## config.mk

```make
export PLATFORM = sky130hd
export DESIGN_NAME = rvma_cfg
export DESIGN_NICKNAME = d
export VERILOG_FILES = /design/src/design/rvma_pkg.sv /design/src/design/rvma_cfg.sv
export SDC_FILE = /design/constraint.sdc
export NUM_CORES = 1
export LEC_CHECK = 0
export BUFFER_PORTS_ARGS = -buffer_cell sky130_fd_sc_hd__buf_2
export CAP_MARGIN = 20
export CORE_MARGIN = 2
export CORE_UTILIZATION = 40
export DETAILED_ROUTE_END_ITERATION = 10
export GPL_ROUTABILITY_DRIVEN = 0
export GPL_TIMING_DRIVEN = 0
export PLACE_DENSITY_LB_ADDON = 0.1
export SYNTH_ARGS = -nofsm -noshare
export SYNTH_HDL_FRONTEND = slang
export SYNTH_SLANG_ARGS = --single-unit
```

## constraint.sdc

```tcl
create_clock -name i_clk -period 1.2 [get_ports i_clk]
set_clock_uncertainty 0.05 [all_clocks]
set_input_delay 0.12 -clock i_clk [delete_from_list [all_inputs] [get_ports i_clk]]
set_output_delay 0.12 -clock i_clk [all_outputs]
set_load 0.02 [all_outputs]
```

## src/design/rvma_pkg.sv

```systemverilog
// ---------------------------------------------------------------------------
// rvma_pkg
// Shared widths, register map, reset values and types for the streamed
// row vector by matrix accumulator.
// ---------------------------------------------------------------------------
package rvma_pkg;

    // Defaults for the top level parameters
    localparam int unsigned MAX_COLS_DEF  = 1024;
    localparam int unsigned ACC_WIDTH_DEF = 48;

    // Payload widths
    localparam int unsigned VEC_W    = 16;
    localparam int unsigned MAT_W    = 16;
    localparam int unsigned PROD_W   = VEC_W + MAT_W;
    localparam int unsigned SUM_W    = 48;
    localparam int unsigned COLIDX_W = 10;

    // Register widths and reset values
    localparam int unsigned ROWS_W = 16;
    localparam int unsigned COLS_W = 11;
    localparam logic [ROWS_W-1:0] ROWS_RST = ROWS_W'(1);
    localparam logic [COLS_W-1:0] COLS_RST = COLS_W'(1);

    // Configuration bus
    localparam int unsigned APB_DW      = 32;
    localparam int unsigned APB_AW      = 3;
    localparam int unsigned REG_SEL_BIT = 2;

    // Register index, decoded from the word address
    typedef enum logic [0:0] {
        REG_ROWS_IN_USE = 1'b0,
        REG_COLS_IN_USE = 1'b1
    } t_reg_sel;

    // Live configuration handed to the datapath
    typedef struct packed {
        logic [ROWS_W-1:0] rows_in_use;
        logic [COLS_W-1:0] cols_in_use;
    } t_cfg;

endpackage

```

## src/design/rvma_cfg.sv

```systemverilog
// ---------------------------------------------------------------------------
// rvma_cfg
// APB register file holding the row and column counts, with readback.
// ---------------------------------------------------------------------------
module rvma_cfg (
    input  logic                        i_clk,
    input  logic                        i_rst_n,
    input  logic                        psel,
    input  logic                        penable,
    input  logic                        pwrite,
    input  logic [rvma_pkg::APB_AW-1:0] paddr,
    input  logic [rvma_pkg::APB_DW-1:0] pwdata,
    output logic [rvma_pkg::APB_DW-1:0] prdata,
    output logic                        pready,
    output rvma_pkg::t_cfg              o_cfg
);
    import rvma_pkg::*;

    logic [ROWS_W-1:0] r_rows_in_use;
    logic [COLS_W-1:0] r_cols_in_use;
    logic              wr_en;
    t_reg_sel          reg_sel;

    // Zero wait state bus
    assign pready  = 1'b1;
    assign wr_en   = psel && penable && pwrite;
    assign reg_sel = t_reg_sel'(paddr[REG_SEL_BIT]);

    // Update the selected register on the access cycle
    always_ff @(posedge i_clk) begin
        if (!i_rst_n) begin
            r_rows_in_use <= ROWS_RST;
            r_cols_in_use <= COLS_RST;
        end else if (wr_en) begin
            unique case (reg_sel)
                REG_ROWS_IN_USE: r_rows_in_use <= pwdata[ROWS_W-1:0];
                REG_COLS_IN_USE: r_cols_in_use <= pwdata[COLS_W-1:0];
            endcase
        end
    end

    // Read back the selected register
    always_comb begin
        unique case (reg_sel)
            REG_ROWS_IN_USE: prdata = APB_DW'(r_rows_in_use);
            REG_COLS_IN_USE: prdata = APB_DW'(r_cols_in_use);
        endcase
    end

    assign o_cfg.rows_in_use = r_rows_in_use;
    assign o_cfg.cols_in_use = r_cols_in_use;

endmodule

```

==> reports/results.tsv, run 1 <==
stage	metric	value	unit
synthesis	synth top area cells	dfxtp_1, mux2i_1, nand2_1	
synthesis	register area share after synthesis	39.8	%
drt	DR WL met3	177	µm
clocking	CTS tree	yes	
place	port bufs	62	
drt	initial DRC count	34	
sta	RSZ-0062 raised after global routing	yes	
synthesis	EDFF count, synth	0	
drt	met2 wire length	1.99	mm
finish	Post-Layout Cell Count	305	
synthesis	Synth top area share	39.8	%
synthesis	Synth Instances	144	
setup_path	worst setup path startpoint	r_rows_in_use[2]	
clocking	clock-pin transition on the worst setup and hold timing paths	0.15	ns
global_routing	Overall Global Routing Usage	19.6	%
floorplanning	Die Wd	62.3	µm
synthesis	ys async rst share	0	%
sta	max-slew violations	0	
place	detailed-placement wirelength estimate	2.44	mm
global_routing	Overflow after GRT	0	
drt	highest routed layer	met4	
sta	Worst-Margin Slew	0.541	ns
setup_path	Startpoint Class	flop	
setup_path	CP max stage delay	0.35	ns
clocking	clock latency at the later pin of the worst-skew pair	0.32	ns
clocking	CTS Buf Count	3	
synthesis	Yosys warning total	0	
floorplanning	# IOs	100	
pwr	Final Power	1.73	mW
flow_run	max-cap check violation count	0	
synthesis	Netlist cell types	13	
pwr	LEAKAGE	1.20	nW
setup_path	r2r setup slk	0.38	ns
synthesis	synthesized area per cell	9.43	µm²
floorplanning	initial core utilization	41.3	%
drt	WL/cell	12.3	µm
outcome	violated checks	negative setup slack	
sta	Final Cycle Share	104	%
sta	fmax	800	MHz
outcome	status	finished with violations	
setup_path	worst r2r src	r_cols_in_use[0]	
place	placed cell area	1780	µm²
clocking	maximum clock path buffer count	2	
synthesis	synth cell count leaders	nand2_1, dfxtp_1, mux2i_1	
floorplanning	floorplan core area	3280	µm²
clocking	CTS H-tree lvls	1	
synthesis	post-synthesis register bit count	27	
sta	setup ws final	-0.0494	ns
drt	antenna-violating nets left	0	
finish	Ant. Diodes	0	
drt	Vias	1323	
synthesis	prevailing post-synth register cell	dfxtp_1	
clocking	root buffer cell	clkbuf_4	
finish	fin nets	300	
place	post-placement cell count	267	
synthesis	area leader, netlist	dfxtp_1	
pwr	worst vdd ir	0.524	mV
global_routing	initial antenna violation count	0	
setup_path	crit-path cells	mux2_4, buf_6	
sta	Fin. Hold Viols	0	
synthesis	count leader, synth	nand2_1	
synthesis	mapped cell area	1360	µm²
sta	setup violators final	11	
floorplanning	row cnt	21	
clocking	clk sinks	27	
floorplanning	die area	3880	µm²
setup_path	CP Capture Type	output port	
global_routing	global-route wire length before repair	6.15	mm
drt	drt pass-1 iters	4	
place	Setup WS pre-CTS	-0.0652	ns
floorplanning	die height	62.3	µm
drt	Vias/cell	4.34	
setup_path	Req. time, crit path	1.03	ns
setup_path	Critical Path AT	1.08	ns
setup_path	Setup Crit Path Kind	flop to output port	
drt	M1 WL	1.56	mm
setup_path	Worst path slowest cell	dfxtp_2	
setup_path	critical path fanouts, max	3	
global_routing	vias in the first global route	1334	
global_routing	largest net degree at the start of global routing	16	
finish	Finished Cell Area	2240	µm²
sta	Slew headroom	63.9	%
setup_path	Reg-to-Reg End	r_cols_in_use[0]	
setup_path	CP endpoint	prdata[2]	
sta	hold_ws	0.0103	ns
setup_path	Reg2Reg Depth	3	
hold_path	Hold Crit Class	input pin to flop	
sta	Tmin final	1.25	ns
drt	drt total wl	3.76	mm
finish	layout cell share with drive strength beyond 1	55.6	%
pwr	Power Dens Cells	772	nW/µm²
drt	Remaining DRCs	0	
finish	Area Overhead vs Synth	64.9	%
[where the power goes]
part	internal, mW	switching, mW
clock network	0.125	0.274
registers	0.919	0.0117
logic	0.193	0.204
total	1.24	0.490
[registers in the layout, summed over array words and instances, names as in the netlist]
| signal | flops |
|---|---|
| r_rows_in_use | 16 |
| r_cols_in_use | 11 |
[critical path, delay by kind of cell (launching register included)]
| family | cells | cell delay [ns] |
|---|---|---|
| flops | 1 | 0.35 |
| mux | 1 | 0.27 |
| buf+inv | 1 | 0.13 |
[metal layers]
layer  up-vias  track usage (%)
li1        662                -
met1       617             22.9
met2        40             37.1
met3         4             3.26
met4         0             5.00
met5         -                0
[placed cells by master, fill, tap and decap left out]
master,count
clkbuf_4,3
mux2_4,8
conb_1,17
nand4_1,1
buf_2,51
buf_4,38
dfxtp_1,1
mux2i_1,27
buf_6,13
buf_12,1
mux2_2,3
dfxtp_2,26
clkinv_2,1
nand2_1,40
nor2b_1,8
clkbuf_1,5
and4b_1,1
dlygate4sd3_1,15
[stage by stage]
step           utilization (%)  setup TNS, ns
6_report                  68.2         -0.447
5_1_grt                   68.2         -0.971
4_1_cts                   67.2         -0.555
3_5_place_dp              54.2        -0.0806
3_3_place_gp              54.2              0
2_1_floorplan                -              0
[cell families after synthesis]
group,Yosys count,share of synthesized area [%]
other,2,0.553
buffers and inverters,27,14.7
AND/OR/NAND/NOR,50,15.9
multiplexers,38,29.0
flip-flops,27,39.8
[timing repair]
| item | in CTS | in global routing |
|---|---|---|
| hold buffers | 15 | 0 |
| setup buffers | 18 | 1 |
| endpoints found under the hold margin | 21 | 0 |
| gates resized for setup | 47 | 11 |
| setup endpoints to repair | 11 | 15 |
[worst min path at each step]
stage	start	endpoint	slack [ns]	depth (start not counted)
2_1_floorplan	pwdata[11]	r_rows_in_use[11]	0.21	2
3_3_place_gp	pwdata[15]	r_rows_in_use[15]	0.32	3
3_5_place_dp	pwdata[11]	r_rows_in_use[11]	0.33	3
4_1_cts	pwdata[10]	r_cols_in_use[10]	0.007	3
5_1_grt	pwdata[10]	r_cols_in_use[10]	0.02	3
6_report	pwdata[10]	r_cols_in_use[10]	0.01	3
[cell type report]
cell class              count  area [µm²]
clock buffers               3        22.5
clock inverters             1        5.00
repair buffers             96         677
well taps                  46        57.6
fillers                   280        1050
flip-flops and latches     27         573
plain buffers              27         199
multi-input cells         105         704
Power figures use the tool's default switching activity.
==> inputs of run 2 (changes only) <==
--- a/config.mk
+++ b/config.mk
@@ -7,6 +7,7 @@
 export LEC_CHECK = 0
 export BUFFER_PORTS_ARGS = -buffer_cell sky130_fd_sc_hd__buf_2
 export CAP_MARGIN = 20
+export CORE_ASPECT_RATIO = 0.6
 export CORE_MARGIN = 2
 export CORE_UTILIZATION = 40
 export DETAILED_ROUTE_END_ITERATION = 10
==> run 2 against run 1 <==
  * The flow now finishes without violations
  * Via count fell by 7.8%
  * Count of clock-buffer cells in the layout did not move
  * Highest routed layer unchanged
  * Critical endpoint is now prdata[7]
  * Fmax rose by 5.2%
==> reports/results.tsv, run 2 (same netlist as run 1, synthesis figures left out) <==
stage	metric	value	unit	change
outcome	status	complete, no violations		
pwr	LEAKAGE	1.07	nW	-10%
floorplanning	die height	49.1	µm	-21%
setup_path	Reg2Reg Depth	3		unchanged
pwr	Seq pwr share	52.3	%	-1.6 points
finish	area taken by multi-input logic gates	701	µm²	-0.53%
setup_path	critical path fanouts, max	3		unchanged
finish	Sequential Area	566	µm²	-1.3%
pwr	Power Dens Cells	891	nW/µm²	+15%
drt	Vias	1220		-7.8%
clocking	maximum clock path buffer count	2		unchanged
pwr	worst vdd ir	0.570	mV	+8.8%
sta	max-slew violations	0		unchanged
finish	Area Overhead vs Synth	47.5	%	
setup_path	r2r setup slk	0.45	ns	+0.07 ns
finish	Ant. Diodes	0		unchanged
clocking	CTS H-tree lvls	1		unchanged
pwr	Final Power	1.78	mW	+3.2%
sta	fmax	842	MHz	+5.2%
finish	Top reg by flops	r_rows_in_use		
floorplanning	initial core utilization	41.9	%	+0.53 points
setup_path	Startpoint Class	flop		
drt	drt pass-1 iters	4		unchanged
drt	antenna-violating nets left	0		unchanged
finish	layout cell share with drive strength beyond 1	54.3	%	-1.3 points
place	detailed-placement wirelength estimate	2.47	mm	+1.6%
clocking	root buffer cell	clkbuf_8		
setup_path	CP Capture Type	output port		
finish	fill cell count	300		+7.1%
drt	WL/cell	12.4	µm	+0.77%
global_routing	global-route wire length before repair	5.22	mm	-15%
clocking	clock-pin transition on the worst setup and hold timing paths	0.09	ns	-0.06 ns
hold_path	Hold Crit Class	input pin to flop		
clocking	CTS Buf Count	3		unchanged
finish	most common library cell in the layout ignoring fill and taps	buf_2		
finish	max FFs per register	16		unchanged
finish	commonest non-fill, non-tap cells in the layout	buf_2, nand2_1, mux2i_1		
pwr	P_int	1.30	mW	+5.2%
global_routing	gr busiest metal	met2		
finish	Post-Layout Cell Count	277		-9.2%
place	post-placement cell count	266		-0.37%
finish	fin nets	273		-9.0%
pwr	clock network fraction of design power	28.4	%	+5.3 points
drt	Vias/cell	4.40		+1.5%
global_routing	Overall Global Routing Usage	17.1	%	-2.5 points
sta	setup violators final	0		-11
drt	drt total wl	3.44	mm	-8.5%
floorplanning	# IOs	100		unchanged
sta	Tmin final	1.19	ns	-0.0615 ns
global_routing	vias in the first global route	1105		-17%
clocking	Hold Buf Count CTS	0		-15
global_routing	largest net degree at the start of global routing	16		unchanged
flow_run	max-cap check violation count	0		unchanged
global_routing	global routing met1 resource utilization	21.7	%	-1.2 points
sta	Fin. Hold Viols	0		unchanged
floorplanning	floorplan core area	3240	µm²	-1.3%
clocking	clk sinks	27		unchanged
sta	setup TNS	0	ns	+0.447 ns
floorplanning	die area	3890	µm²	+0.40%
place	port bufs	62		unchanged
global_routing	initial antenna violation count	0		unchanged
setup_path	Setup Crit Path Kind	flop to output port		
finish	Largest regs	r_rows_in_use: 16 flops, r_cols_in_use: 11 flops		
sta	Final Cycle Share	99.0	%	-5.1 points
clocking	clock latency at the later pin of the worst-skew pair	0.27	ns	-0.05 ns
floorplanning	Die Wd	79.2	µm	+27%
sta	Slew headroom	64.4	%	+0.52 points
pwr	sw frac	27.0	%	-1.3 points
clocking	CTS tree	yes		
setup_path	Req. time, crit path	1.03	ns	about the same
global_routing	Overflow after GRT	0		unchanged
setup_path	Critical Path AT	1.02	ns	-0.06 ns
hold_path	hold depth	3		unchanged
drt	Remaining DRCs	0		unchanged
pwr	combinational power share	19.3	%	-3.7 points
global_routing	GR Util met2	29.2	%	-7.9 points
global_routing	met3 usage	5.93	%	+2.7 points
sta	Worst-Margin Slew	0.533	ns	-0.00778 ns
floorplanning	row cnt	16		-24%
pwr	Psw	481	µW	-1.7%
drt	initial DRC count	28		-18%
sta	RSZ-0062 raised after global routing	yes		
## run 2: cell types whose count changed in the layout (fill, tap and decap cells not counted)
cell           delta
clkbuf_8          +3
dfxtp_1           +6
clkbuf_4          -2
buf_4            -14
dfxtp_2           -6
mux2_2            +1
dlygate4sd3_1    -15
buf_2             +1
mux2_4            -1
## run 2: power groups by stage
| stage | clock (mW) | sequential (mW) | combinational, mW |
|---|---|---|---|
| global placement | 0 | 0.948 | 0.310 |
| CTS | 0.518 | 0.929 | 0.315 |
| global route | 0.570 | 0.935 | 0.369 |
| floorplan | 0 | 0.973 | 0.204 |
| finish | 0.507 | 0.932 | 0.344 |
| detailed placement | 0 | 0.949 | 0.314 |
## run 2: area by class of cell
class / count / area share, %
plain buffers: 27 / 10.1
clock inverters: 1 / 0.250
multi-input cells: 105 / 35.0
clock buffers: 3 / 2.06
repair buffers: 69 / 21.6
flip-flops and latches: 27 / 28.2
well taps: 45 / 2.81
## run 2: routing by layer
metal | up-vias | part of all wire, %
met2 | 58 | 48
met4 | 0 | 0.35
li1 | 612 | -
met1 | 548 | 42
met5 | - | 0
met3 | 2 | 9.8
## run 2: stage by stage
| step | hold WS, ns | cell area (µm²) | utilization (%) | setup slack (ns) |
|---|---|---|---|---|
| final | 0.0345 | 2000 | 61.7 | 0.0121 |
| after floorplan | 0.212 | 1410 | - | 0.166 |
| after detailed placement | 0.327 | 1780 | 54.9 | -0.0247 |
| after CTS | 0.0354 | 1830 | 56.3 | 0.00266 |
| after global placement | 0.317 | 1780 | 54.9 | 0.0191 |
| after global routing | 0.0319 | 2000 | 61.7 | -0.0237 |
## run 2: path summary, 6_finish.rpt
check | startpoint | end
hold reg to reg | r_rows_in_use[3] | r_rows_in_use[3]
setup / recovery | r_cols_in_use[7] | prdata[7]
hold / removal | pwdata[11] | r_rows_in_use[11]
setup reg to reg | r_cols_in_use[1] | r_cols_in_use[1]
## run 2: timing repair
action / 4_1_cts / 5_1_grt
resized for setup: 0 / 50
setup endpoints to repair: 0 / 11
buffers inserted: 0 / 7
## run 2: worst max-delay path, cell delays in order (launching register included)
cell,delay [ns]
dfxtp_2,0.34
mux2_2,0.27
buf_6,0.13
==> inputs of run 3 (changes only) <==
--- a/config.mk
+++ b/config.mk
@@ -13,7 +13,7 @@
 export DETAILED_ROUTE_END_ITERATION = 10
 export GPL_ROUTABILITY_DRIVEN = 0
 export GPL_TIMING_DRIVEN = 0
-export PLACE_DENSITY_LB_ADDON = 0.1
+export PLACE_DENSITY = 0.8
 export SYNTH_ARGS = -nofsm -noshare
 export SYNTH_HDL_FRONTEND = slang
 export SYNTH_SLANG_ARGS = --single-unit
==> run 3 against run 2 <==
  * Critical path depth did not move
  * Sequential cell count did not move
  * Non-clock buffer count fell by 2
  * Worst hold slack got worse by 0.0025 ns
  * Critical path type unchanged
  * Setup slack got worse by 0.0069 ns
  * Fmax fell by 0.58%
  * Power rose by 0.34%
  * Routed wire length rose by 0.64%
  * Critical endpoint is now prdata[8]
  * Die area did not move
==> reports/results.tsv, run 3 (same netlist as run 1, synthesis figures left out) <==
stage	metric	value	unit	change
outcome	status	complete, no violations		
sta	Tmin final	1.19	ns	+0.00689 ns
sta	Final Cycle Share	99.6	%	+0.57 points
setup_path	Startpoint Class	flop		
clocking	maximum clock path buffer count	2		unchanged
pwr	Power Dens Cells	897	nW/µm²	+0.78%
setup_path	CP max stage delay	0.35	ns	about the same
sta	fmax	837	MHz	-0.58%
pwr	worst vdd ir	0.658	mV	+15%
sta	setup ws final	0.00523	ns	-0.00689 ns
floorplanning	Die Wd	79.2	µm	unchanged
sta	Fin. Hold Viols	0		unchanged
drt	WL/cell	12.6	µm	+1.4%
floorplanning	die area	3890	µm²	unchanged
setup_path	Req. time, crit path	1.03	ns	about the same
floorplanning	# IOs	100		unchanged
setup_path	Critical Path AT	1.02	ns	about the same
drt	drt pass-1 iters	4		unchanged
global_routing	initial antenna violation count	0		unchanged
setup_path	Crit path max-delay family	flip-flops		
finish	layout cell share with drive strength beyond 1	54.8	%	+0.47 points
global_routing	global-route wire length before repair	5.06	mm	-3.0%
global_routing	largest net degree at the start of global routing	16		unchanged
finish	area taken by multi-input logic gates	704	µm²	+0.54%
sta	Slew headroom	66.3	%	+1.9 points
clocking	CTS Buf Count	3		unchanged
clocking	CTS H-tree lvls	1		unchanged
global_routing	vias in the first global route	1030		-6.8%
pwr	Final Power	1.79	mW	+0.34%
drt	Vias	1205		-1.2%
place	detailed-placement wirelength estimate	2.45	mm	-0.92%
clocking	clk sinks	27		unchanged
pwr	LEAKAGE	1.06	nW	-0.98%
finish	Ant. Diodes	0		unchanged
finish	max FFs per register	16		unchanged
place	port bufs	62		unchanged
hold_path	Hold Crit Class	input pin to flop		
clocking	CTS tree	yes		
setup_path	CP Capture Type	output port		
setup_path	critical path fanouts, max	3		unchanged
floorplanning	row cnt	16		unchanged
clocking	clock-pin transition on the worst setup and hold timing paths	0.09	ns	about the same
sta	RSZ-0062 raised after global routing	yes		
drt	Vias/cell	4.38		-0.51%
drt	drt total wl	3.46	mm	+0.64%
flow_run	max-cap check violation count	0		unchanged
place	placed cell area	1780	µm²	unchanged
finish	Area Overhead vs Synth	46.8	%	
global_routing	Overall Global Routing Usage	16.7	%	-0.42 points
global_routing	Overflow after GRT	0		unchanged
clocking	clock latency at the later pin of the worst-skew pair	0.27	ns	about the same
finish	fill cell count	304		+1.3%
setup_path	WP buf/inv	1		unchanged
drt	Remaining DRCs	0		unchanged
floorplanning	floorplan core area	3240	µm²	unchanged
clocking	Hold Buf Count CTS	0		unchanged
setup_path	Worst path slowest cell	dfxtp_2		
setup_path	crit-path cells	mux2_4, buf_6		
finish	fin nets	271		-0.73%
finish	Sequential Area	568	µm²	+0.44%
finish	Finished Cell Area	1990	µm²	-0.44%
finish	commonest non-fill, non-tap cells in the layout	buf_2, nand2_1, mux2i_1		
sta	Worst-Margin Slew	0.505	ns	-0.0280 ns
sta	hold_ws	0.0320	ns	-0.00250 ns
setup_path	worst r2r src	r_rows_in_use[1]		
sta	setup violators final	0		unchanged
drt	antenna-violating nets left	0		unchanged
place	Setup WS pre-CTS	-0.00921	ns	+0.0155 ns
finish	most common library cell in the layout ignoring fill and taps	buf_2		
setup_path	worst setup path startpoint	r_rows_in_use[8]		
floorplanning	die height	49.1	µm	unchanged
sta	max-slew violations	0		unchanged
drt	initial DRC count	33		+18%
finish	utilization after layout	61.5	%	-0.27 points
hold_path	Worst Hold Launch	pwdata[13]		
setup_path	Setup Crit Path Kind	flop to output port		
floorplanning	initial core utilization	41.9	%	unchanged
finish	Largest regs	r_rows_in_use: 16 flops, r_cols_in_use: 11 flops		
finish	Top reg by flops	r_rows_in_use		
clocking	root buffer cell	clkbuf_8		
==> run 3: per-layer routing <==
layer	vias to the layer above	global-route usage (%)	routed length, µm
met5	-	0	0
met2	53	26.7	1580
met3	0	6.11	260
li1	605	-	-
met4	0	2.01	0
met1	547	22.3	1630
==> run 3: stage by stage <==
step | std cells | TNS, ns
6_report | 275 | 0
5_1_grt | 275 | -0.0895
4_1_cts | 270 | -0.00437
3_5_place_dp | 266 | -0.0250
3_3_place_gp | 266 | -0.0966
2_1_floorplan | 159 | 0
==> run 3: repair_timing <==
action | CTS | global route
buffers inserted | 0 | 5
endpoints found under the hold margin | 0 | 0
endpoints found under the setup margin | 5 | 11
resized for setup | 5 | 49
==> run 3: cell type report <==
| class | instances | share of cell area, % |
|---|---|---|
| buffer | 27 | 10.1 |
| clock buffer | 3 | 2.07 |
| timing repair buffer | 67 | 20.9 |
| tap | 45 | 2.82 |
| multi-input combinational | 105 | 35.3 |
| clock inverter | 1 | 0.251 |
| sequential | 27 | 28.5 |
==> run 3: final timing paths <==
path	endpoint	slack, ns	depth (start not counted)
max	prdata[8]	0.005	2
min	r_rows_in_use[13]	0.03	3
max reg2reg	r_rows_in_use[1]	0.47	3
min reg2reg	r_rows_in_use[5]	0.41	2
==> run 3: worst register-to-register path, cell delays in order, from the launching register on <==
cell and delay [ns]:
dfxtp_2 0.35, buf_4 0.10, nand2_1 0.04, mux2i_1 0.13
==> run 3: power breakdown <==
part           switching, mW  internal, mW
Sequential            0.0149         0.918
Clock                  0.282         0.233
Combinational          0.191         0.150
